**config.mk**
```make
export PLATFORM = sky130hd
export DESIGN_NAME = framed_date_time_message_parser
export DESIGN_NICKNAME = d
export VERILOG_FILES = /design/src/fdtm_pkg.sv /design/src/fdtm_front.sv /design/src/fdtm_queue.sv /design/src/fdtm_back.sv /design/src/framed_date_time_message_parser.sv
export SDC_FILE = /design/constraint.sdc
export NUM_CORES = 1
export LEC_CHECK = 0
export BUFFER_PORTS_ARGS = -buffer_cell sky130_fd_sc_hd__clkbuf_2
export CAP_MARGIN = 20
export CORE_MARGIN = 2
export CORE_UTILIZATION = 36
export CTS_BUF_LIST = sky130_fd_sc_hd__clkbuf_8 sky130_fd_sc_hd__clkbuf_16
export CTS_CLUSTER_SIZE = 10
export DETAILED_ROUTE_END_ITERATION = 10
export PLACE_DENSITY = 0.54
export SETUP_SLACK_MARGIN = 0.3
export SLEW_MARGIN = 20
export SYNTH_ARGS = -nofsm -noshare
export SYNTH_HDL_FRONTEND = slang
export SYNTH_SLANG_ARGS = --single-unit
```
**constraint.sdc**
```tcl
create_clock -name clk -period 4.43 [get_ports clk]
set_input_delay 0.886 -clock clk [delete_from_list [all_inputs] [get_ports clk]]
set_output_delay 0.886 -clock clk [all_outputs]
set_load 0.05 [all_outputs]
```
**src/fdtm_pkg.sv**
```systemverilog
// ----------------------------------------------------------------------------
// fdtm_pkg
// Shared types and constants of the framed date-time message parser.
// ----------------------------------------------------------------------------
package fdtm_pkg;

  localparam int unsigned MaxFieldsDefault  = 16;
  localparam int unsigned FieldCharsDefault = 15;

  localparam logic [7:0] ChLt    = 8'h3C;
  localparam logic [7:0] ChGt    = 8'h3E;
  localparam logic [7:0] ChSemi  = 8'h3B;
  localparam logic [7:0] ChStar  = 8'h2A;
  localparam logic [7:0] ChPlus  = 8'h2B;
  localparam logic [7:0] ChMinus = 8'h2D;
  localparam logic [7:0] ChZero  = 8'h30;
  localparam logic [7:0] ChNine  = 8'h39;

  localparam logic [11:0] AccMax = 12'd4095;

  localparam logic [63:0] TagPatternReset = 64'd17216514554012451;
  localparam logic [3:0]  TagLenReset     = 4'd7;

  localparam logic [0:0] RegTagPattern = 1'd0;
  localparam logic [0:0] RegTagLength  = 1'd1;

  typedef enum logic [1:0] {
    ST_DATE_TIME = 2'd0,
    ST_OTHER_TAG = 2'd1,
    ST_FRAME_ERR = 2'd2,
    ST_VALUE_ERR = 2'd3
  } status_t;

  // Classified beat passed from the front part to the back part.
  typedef struct packed {
    logic       closed;      // frame closed with '>'
    logic       frame_ok;    // no frame error and last visible byte was '>'
    logic       matched;
    logic [4:0] count;
    logic [11:0] v_year;
    logic [11:0] v_month;
    logic [11:0] v_day;
    logic [11:0] v_hour;
    logic [11:0] v_minute;
  } msg_t;

  function automatic logic is_ws(input logic [7:0] c);
    return (c == 8'h20) || (c >= 8'h09 && c <= 8'h0D);
  endfunction

endpackage

```
**src/fdtm_front.sv**
```systemverilog
// ----------------------------------------------------------------------------
// fdtm_front
// Byte parser: framing, tag compare and decimal accumulation, one byte per beat.
// ----------------------------------------------------------------------------
module fdtm_front #(
  parameter int unsigned MAX_FIELDS  = 16,
  parameter int unsigned FIELD_CHARS = 15
) (
  input  logic               clk,
  input  logic               rst,
  input  logic               beat,        // input byte accepted
  input  logic [7:0]         data_byte,
  input  logic               end_of_message,
  input  logic [63:0]        tag_pattern,
  input  logic [3:0]         tag_pattern_length,
  output logic               msg_valid,   // a message result is complete this beat
  output fdtm_pkg::msg_t     msg
);
  import fdtm_pkg::*;

  localparam int unsigned FiW = $clog2(MAX_FIELDS + 1);
  localparam int unsigned CiW = $clog2(FIELD_CHARS + 1);

  typedef enum logic [3:0] {
    PH_IDLE   = 4'b0001,
    PH_FIELDS = 4'b0010,
    PH_CLOSED = 4'b0100,
    PH_ERROR  = 4'b1000
  } phase_t;

  phase_t          phase, phase_next;
  logic [FiW-1:0]  field_index, field_index_next;
  logic [CiW-1:0]  char_in_field, char_in_field_next;
  logic            tag_match, tag_match_next;
  logic            last_gt, last_gt_next;
  logic [11:0]     acc, acc_next;
  logic [1:0]      num_phase, num_phase_next;
  logic            neg, neg_next;
  logic [11:0]     pend [5];
  logic [11:0]     pend_next [5];

  logic [3:0]  plen;
  logic [7:0]  pch;
  logic [3:0]  digit;
  logic        is_digit;
  logic [15:0] acc_mul;
  logic [11:0] fval;
  logic [FiW-1:0] cnt;
  logic        bad_frame;

  assign plen     = (tag_pattern_length > 4'd8) ? 4'd8 : tag_pattern_length;
  assign pch      = tag_pattern[8*char_in_field[2:0] +: 8];
  assign is_digit = (data_byte >= ChZero) && (data_byte <= ChNine);
  assign digit    = 4'(data_byte - ChZero);
  assign acc_mul  = 16'(acc) * 16'd10 + 16'(digit);
  assign fval     = (neg && acc != 12'd0) ? AccMax : acc;

  always_comb begin
    phase_next         = phase;
    field_index_next   = field_index;
    char_in_field_next = char_in_field;
    tag_match_next     = tag_match;
    last_gt_next       = last_gt;
    acc_next           = acc;
    num_phase_next     = num_phase;
    neg_next           = neg;
    for (int i = 0; i < 5; i++) pend_next[i] = pend[i];
    bad_frame          = 1'b0;

    unique case (phase)
      PH_IDLE: begin
        if (data_byte == ChLt) begin
          phase_next = PH_FIELDS;
          field_index_next = '0;
          tag_match_next = 1'b1;
          last_gt_next = 1'b0;
          for (int i = 0; i < 5; i++) pend_next[i] = '0;
          char_in_field_next = '0;
          acc_next = '0;
          num_phase_next = 2'd0;
          neg_next = 1'b0;
        end else if (!is_ws(data_byte)) begin
          phase_next = PH_ERROR;
        end
      end
      PH_FIELDS: begin
        if (!is_ws(data_byte)) last_gt_next = (data_byte == ChGt);
        if (data_byte == ChSemi || data_byte == ChGt) begin
          if (field_index == '0 && (data_byte == ChGt || char_in_field == '0)) begin
            phase_next = PH_ERROR;
          end else begin
            if (field_index < FiW'(MAX_FIELDS)) begin
              if (field_index == '0) begin
                if (char_in_field != CiW'(plen)) tag_match_next = 1'b0;
              end else if (field_index <= FiW'(5)) begin
                pend_next[3'(field_index - FiW'(1))] = fval;
              end
            end
            if (data_byte == ChGt) begin
              phase_next = PH_CLOSED;
            end else if (field_index < FiW'(MAX_FIELDS)) begin
              field_index_next = field_index + FiW'(1);
              char_in_field_next = '0;
              acc_next = '0;
              num_phase_next = 2'd0;
              neg_next = 1'b0;
            end
          end
        end else if (field_index < FiW'(MAX_FIELDS) &&
                     char_in_field < CiW'(FIELD_CHARS)) begin
          char_in_field_next = char_in_field + CiW'(1);
          if (field_index == '0) begin
            if (CiW'(char_in_field) >= CiW'(plen)) tag_match_next = 1'b0;
            else if (pch != ChStar && pch != data_byte) tag_match_next = 1'b0;
          end else if (num_phase == 2'd0) begin
            if (data_byte == ChPlus) begin
              num_phase_next = 2'd1;
            end else if (data_byte == ChMinus) begin
              neg_next = 1'b1;
              num_phase_next = 2'd1;
            end else if (is_digit) begin
              acc_next = 12'(digit);
              num_phase_next = 2'd1;
            end else if (!is_ws(data_byte)) begin
              num_phase_next = 2'd2;
            end
          end else if (num_phase == 2'd1) begin
            if (is_digit) acc_next = (acc_mul > 16'(AccMax)) ? AccMax : acc_mul[11:0];
            else num_phase_next = 2'd2;
          end
        end
      end
      PH_CLOSED: begin
        if (!is_ws(data_byte)) last_gt_next = (data_byte == ChGt);
      end
      PH_ERROR: begin
        bad_frame = 1'b1;
      end
      default: phase_next = PH_ERROR;
    endcase
  end

  // Result is formed from the updated state of this beat.
  assign cnt = (field_index_next < FiW'(MAX_FIELDS)) ? field_index_next + FiW'(1)
                                                     : FiW'(MAX_FIELDS);
  always_comb begin
    msg.closed   = (phase_next == PH_CLOSED);
    msg.frame_ok = (phase_next == PH_CLOSED) && last_gt_next && !bad_frame;
    msg.matched  = tag_match_next;
    msg.count    = (cnt > FiW'(31)) ? 5'd31 : 5'(cnt);
    msg.v_year   = pend_next[0];
    msg.v_month  = pend_next[1];
    msg.v_day    = pend_next[2];
    msg.v_hour   = pend_next[3];
    msg.v_minute = pend_next[4];
  end
  assign msg_valid = beat && end_of_message;

  always_ff @(posedge clk) begin
    if (rst) begin
      phase <= PH_IDLE;
      field_index <= '0;
      char_in_field <= '0;
      tag_match <= 1'b1;
      last_gt <= 1'b0;
      acc <= '0;
      num_phase <= 2'd0;
      neg <= 1'b0;
      for (int i = 0; i < 5; i++) pend[i] <= '0;
    end else if (beat) begin
      for (int i = 0; i < 5; i++) pend[i] <= pend_next[i];
      if (end_of_message) begin
        phase <= PH_IDLE;
        field_index <= '0;
        char_in_field <= '0;
        tag_match <= 1'b1;
        last_gt <= 1'b0;
        acc <= '0;
        num_phase <= 2'd0;
        neg <= 1'b0;
      end else begin
        phase <= phase_next;
        field_index <= field_index_next;
        char_in_field <= char_in_field_next;
        tag_match <= tag_match_next;
        last_gt <= last_gt_next;
        acc <= acc_next;
        num_phase <= num_phase_next;
        neg <= neg_next;
      end
    end
  end

endmodule

```
**src/fdtm_queue.sv**
```systemverilog
// ----------------------------------------------------------------------------
// fdtm_queue
// Two-entry queue of completed messages between parser and result stage.
// ----------------------------------------------------------------------------
module fdtm_queue (
  input  logic           clk,
  input  logic           rst,
  input  logic           wr_en,
  input  fdtm_pkg::msg_t wr_data,
  output logic           full,
  output logic           rd_valid,
  input  logic           rd_en,
  output fdtm_pkg::msg_t rd_data
);
  import fdtm_pkg::*;

  msg_t       mem [2];
  logic       wr_ptr, rd_ptr;
  logic [1:0] count;

  assign full     = (count == 2'd2);
  assign rd_valid = (count != 2'd0);
  assign rd_data  = mem[rd_ptr];

  always_ff @(posedge clk) begin
    if (wr_en) mem[wr_ptr] <= wr_data;
  end

  always_ff @(posedge clk) begin
    if (rst) begin
      wr_ptr <= 1'b0;
      rd_ptr <= 1'b0;
      count  <= 2'd0;
    end else begin
      if (wr_en) wr_ptr <= ~wr_ptr;
      if (rd_en) rd_ptr <= ~rd_ptr;
      count <= count + 2'(wr_en) - 2'(rd_en);
    end
  end

endmodule

```
**src/fdtm_back.sv**
```systemverilog
// ----------------------------------------------------------------------------
// fdtm_back
// Range check, stored date-time update and output register.
// ----------------------------------------------------------------------------
module fdtm_back (
  input  logic           clk,
  input  logic           rst,
  input  logic           in_valid,
  output logic           in_ready,
  input  fdtm_pkg::msg_t msg,
  output logic           m_axis_tvalid,
  input  logic           m_axis_tready,
  output logic [39:0]    m_axis_tdata
);
  import fdtm_pkg::*;

  logic [11:0] year;
  logic [3:0]  month;
  logic [4:0]  day, hour;
  logic [5:0]  minute;
  logic ok_y, ok_mo, ok_d, ok_h, ok_mi, good, upd;
  status_t st;
  logic [1:0] st_bits;
  logic [11:0] year_n;
  logic [3:0]  month_n;
  logic [4:0]  day_n, hour_n;
  logic [5:0]  minute_n;

  assign in_ready = !m_axis_tvalid || m_axis_tready;
  assign good  = msg.closed && msg.frame_ok;
  assign upd   = in_valid && in_ready && good && msg.matched;
  assign ok_y  = msg.v_year >= 12'd2026 && msg.v_year <= 12'd2999;
  assign ok_mo = msg.v_month >= 12'd1 && msg.v_month <= 12'd12;
  assign ok_d  = msg.v_day >= 12'd1 && msg.v_day <= 12'd31;
  assign ok_h  = msg.v_hour <= 12'd24;
  assign ok_mi = msg.v_minute <= 12'd60;

  always_comb begin
    year_n = year; month_n = month; day_n = day; hour_n = hour; minute_n = minute;
    if (upd) begin
      if (ok_y)  year_n = msg.v_year;
      if (ok_mo) month_n = msg.v_month[3:0];
      if (ok_d)  day_n = msg.v_day[4:0];
      if (ok_h)  hour_n = msg.v_hour[4:0];
      if (ok_mi) minute_n = msg.v_minute[5:0];
    end
    priority if (!good) st = ST_FRAME_ERR;
    else if (!msg.matched) st = ST_OTHER_TAG;
    else if (ok_y && ok_mo && ok_d && ok_h && ok_mi) st = ST_DATE_TIME;
    else st = ST_VALUE_ERR;
  end
  assign st_bits = st;

  always_ff @(posedge clk) begin
    if (rst) begin
      m_axis_tvalid <= 1'b0;
      year <= '0; month <= '0; day <= '0; hour <= '0; minute <= '0;
    end else begin
      year <= year_n; month <= month_n; day <= day_n; hour <= hour_n;
      minute <= minute_n;
      if (in_ready) m_axis_tvalid <= in_valid;
    end
  end

  always_ff @(posedge clk) begin
    if (in_valid && in_ready) begin
      m_axis_tdata <= {minute_n, hour_n, day_n, month_n, year_n,
                       good ? msg.count : 5'd0, good && msg.matched, st_bits};
    end
  end

endmodule

```
**src/framed_date_time_message_parser.sv**
```systemverilog
// ----------------------------------------------------------------------------
// framed_date_time_message_parser
// Parses '<tag;year;month;day;hour;minute>' messages and keeps a date-time.
// ----------------------------------------------------------------------------
// One byte is taken per clock. The parser works on each byte in the cycle it
// is accepted; the byte marked end_of_message places a finished message in a
// two-entry queue, and the result stage checks ranges, updates the stored
// date and time and presents the result from its output register. The input
// stalls only when that queue is full.
module framed_date_time_message_parser #(
  parameter int unsigned MAX_FIELDS  = fdtm_pkg::MaxFieldsDefault,
  parameter int unsigned FIELD_CHARS = fdtm_pkg::FieldCharsDefault
) (
  input  logic        clk,
  input  logic        rst,
  input  logic        s_axis_tvalid,
  output logic        s_axis_tready,
  input  logic [7:0]  s_axis_tdata,   // data_byte
  input  logic        s_axis_tlast,   // end_of_message
  output logic        m_axis_tvalid,
  input  logic        m_axis_tready,
  // status[1:0], tag_matched[2], field_count[7:3], year_out[19:8],
  // month_out[23:20], day_out[28:24], hour_out[33:29], minute_out[39:34]
  output logic [39:0] m_axis_tdata,
  input  logic        cfg_we,
  input  logic        cfg_index,
  input  logic [63:0] cfg_data
);
  import fdtm_pkg::*;

  logic [63:0] tag_pattern;
  logic [3:0]  tag_len;
  logic        beat, msg_valid, q_full, q_valid, q_rd, back_ready;
  msg_t        msg, q_msg;

  assign s_axis_tready = !q_full;
  assign beat = s_axis_tvalid && s_axis_tready;
  assign q_rd = q_valid && back_ready;

  always_ff @(posedge clk) begin
    if (rst) begin
      tag_pattern <= TagPatternReset;
      tag_len <= TagLenReset;
    end else if (cfg_we) begin
      if (cfg_index == RegTagPattern) tag_pattern <= cfg_data;
      if (cfg_index == RegTagLength)  tag_len <= cfg_data[3:0];
    end
  end

  fdtm_front #(.MAX_FIELDS(MAX_FIELDS), .FIELD_CHARS(FIELD_CHARS)) u_front (
    .clk, .rst, .beat,
    .data_byte(s_axis_tdata), .end_of_message(s_axis_tlast),
    .tag_pattern, .tag_pattern_length(tag_len),
    .msg_valid, .msg
  );

  fdtm_queue u_queue (
    .clk, .rst, .wr_en(msg_valid), .wr_data(msg), .full(q_full),
    .rd_valid(q_valid), .rd_en(q_rd), .rd_data(q_msg)
  );

  fdtm_back u_back (
    .clk, .rst, .in_valid(q_valid), .in_ready(back_ready), .msg(q_msg),
    .m_axis_tvalid, .m_axis_tready, .m_axis_tdata
  );

endmodule
```
==> results.py <==
metrics = {
    "routing": {
        "vias_per_cell": 5.16,
        "totalWireLength_mm": 40.0,
        "routedWlPerCell_microns": 17.9,
        "drt-pass1-iter-count": 5,
        "ant_nets": 0,
        "drtIter0Drc": 807,
        "route.detailed.drc": 0,
        "vias": 11500,
    },
    "clock_network": {
        "cts_tree": "built",
        "cts_setup_buffers": 0,
        "worstSkewPairLatency_ps": 580,
        "cts_max_level": 2,
        "clkTransAtPathRegs_ps": 50,
        "hold_buffers": 0,
        "cts_root_buf": "clkbuf_16",
        "cts_resized": 0,
        "cts.sinks": 372,
        "clk_path_buf_depth": 3,
        "numCtsBuffers": 44,
    },
    "cells_and_area": {
        "syn_to_final_growth_pct": 15.4,
        "final_cell_area_sq_um": 19200,
        "diodes": 0,
        "final_common_cell": "edfxtp_1",
        "nets": 1712,
        "final_core_util_pct": 42.3,
        "drive_above_1_share_pct": 16.2,
        "final_cell_mix": "edfxtp_1 (236), nand2_1 (182), dfxtp_1 (135)",
    },
    "yosys": {
        "synthArstFlopShare_pct": 0,
        "syn_area_sq_um": 16700,
        "synth_cell_type_count": 81,
        "synth_flop_cell": "edfxtp_1",
        "ys_seq_area_share_pct": 58.9,
        "syn_nets": 1605,
        "synth-edff-count": 236,
        "yosys_warnings": 0,
        "ys_ff_latch": 372,
        "netlist_instances": 1488,
        "avgSynthCellArea_sq_um": 11.2,
    },
    "power": {
        "power.leakage_nw": 7.25,
        "power_density_nw_per_um2": 473,
        "ir_drop_mv": 0.277,
    },
    "global_routing": {
        "grt_pass1_vias": 11200,
        "antenna_found_initial": 0,
        "overflow": 0,
        "grt_pass1_wl_mm": 62.9,
        "grt_use_total_pct": 16.8,
        "grt_max_degree": 75,
    },
    "min_path": {
        "hold_class": "flop to flop",
    },
    "sta": {
        "tns_ps": 0,
        "hold_ws_ps": 449,
        "fmax_ghz": 0.264,
        "finalSetupViolCount": 0,
        "period_minus_slack_ps": 3780,
        "tightest_slew_ps": 1070,
        "slew_viol_final": 0,
        "period_share_pct": 85.4,
        "finalClockSkew_ps": 31.3,
        "rsz0062_at_grt": "no",
        "setup_ws_ps": 647,
        "finalHoldViolCount": 0,
        "slew_headroom_pct": 28.7,
    },
    "placed_design": {
        "io_buffers": 120,
        "dpl.hpwl_mm": 26.7,
        "place_ws_ps": 616,
        "gp_congestion": 0.821,
        "dpl-instance-area_sq_um": 17900,
    },
    "setup_path": {
        "crit_path_end_kind": "flop",
        "crit_required_ps": 4880,
        "cp.arrival_ps": 4230,
        "path_max_fanout": 6,
        "r2r_slack_ps": 650,
        "worstReg2RegEnd": "u_front.acc[3]",
        "path_class": "flop to flop",
        "reg2regPathDepth": 10,
        "crit_end": "u_front.acc[3]",
        "r2r_start": "u_front.acc[1]",
        "crit_start": "u_front.acc[1]",
        "worstSetupStartpointType": "flop",
    },
    "floorplan": {
        "rows": 78,
        "die_height_microns": 219,
        "start_util_pct": 36.6,
        "ios": 121,
        "die_w_microns": 219,
        "core-area_sq_um": 45500,
        "dieArea_sq_um": 48000,
    },
    "run": {
        "drv_cap": 0,
    },
    "status": {
        "status": "complete, no violations",
    },
}
[state kept, by name, indices dropped and copies added (netlist names), 2 cells and up, named ones only]
signal	cells
tag_len	4
tag_pattern	64
u_back.day	5
u_back.hour	5
u_back.m_axis_tdata	40
u_back.minute	6
u_back.month	4
u_back.year	12
u_front.acc	12
u_front.char_in_field	4
u_front.field_index	5
u_front.num_phase	2
u_front.pend	60
u_front.phase	4
u_queue.count	2
u_queue.mem	136
[cell type report]
type | instances | area (sq um)
flip-flops and latches | 372 | 9810
fillers | 4364 | 26300
inverters | 24 | 90.1
well taps | 600 | 751
clock buffers | 44 | 1100
clock inverters | 35 | 193
multi-input cells | 1011 | 6470
repair buffers | 142 | 806
[worst min path at each step]
stage / from / endpoint / slack, ps / cells after the start
after floorplan: tag_len[0] / tag_len[0] / 430 / 1
after global placement: tag_pattern[57] / tag_pattern[57] / 440 / 2
after detailed placement: tag_pattern[57] / tag_pattern[57] / 440 / 2
after global routing: tag_pattern[19] / tag_pattern[19] / 470 / 2
after CTS: tag_pattern[57] / tag_pattern[57] / 450 / 2
final: tag_pattern[6] / tag_pattern[6] / 450 / 2
[per-layer routing]
metal  track usage [%]  wire length (microns)  vias to the layer above
met5                 0                      0                        -
met2              26.9                  18400                      264
met4              4.89                    869                        0
met1              23.1                  18700                     5526
met3              3.04                   2030                       55
li1                  -                      -                     5655
[critical path, cell delays in order, from the launching register on]
cell and delay [ps]:
dfxtp_1 490, ha_1 290, ha_1 240, fa_1 550
o2111ai_1 190, nor4b_2 450, nand4b_1 180, or4_1 520
a21oi_2 330, o221ai_1 180, a32o_1 240
[logic make-up after synthesis]
family / synth area share [%]
simple gates: 18.1
flops: 58.9
compound gates: 10.3
buf+inv: 2.44
mux: 5.68
fa+ha+maj: 2.94
xor+xnor: 1.58
[cells in the mapped netlist, types with 11 or more instances]
library cell	instances	share of area, %
edfxtp_1	236	43
nand2_1	182	4.1
dfxtp_1	136	16
o21ai_0	100	3.0
nor2b_1	97	3.6
nor2_1	94	2.1
a21oi_1	84	2.5
nand3_1	67	2.0
clkbuf_1	63	1.4
ha_1	36	2.7
mux2i_1	36	2.2
mux2_2	26	1.8
nor3_1	25	0.75
inv_1	23	0.52
nand3b_1	23	1.0
nor4_1	20	0.75
nand2b_1	18	0.68
xnor2_1	17	0.89
a211o_1	14	0.74
buf_1	13	0.29
mux4_2	13	1.8
xor2_1	13	0.68
a21o_1	11	0.50
[per-stage QoR]
| step | power [mW] | instances |
|---|---|---|
| 4_1_cts | 9.21 | 2228 |
| 3_3_place_gp | 5.96 | 2149 |
| 5_1_grt | 9.51 | 2228 |
| 3_5_place_dp | 5.98 | 2149 |
| 2_1_floorplan | 5.52 | 1488 |
| 6_report | 9.10 | 2228 |
[power breakdown]
part / internal (mW) / total [mW] / switching, mW
clock: 1.81 / 3.21 / 1.41
sequential: 4.17 / 4.30 / 0.129
combinational: 0.442 / 1.59 / 1.15
total: 6.42 / 9.10 / 2.68
Note: power is estimated with default switching activity, not from simulation.
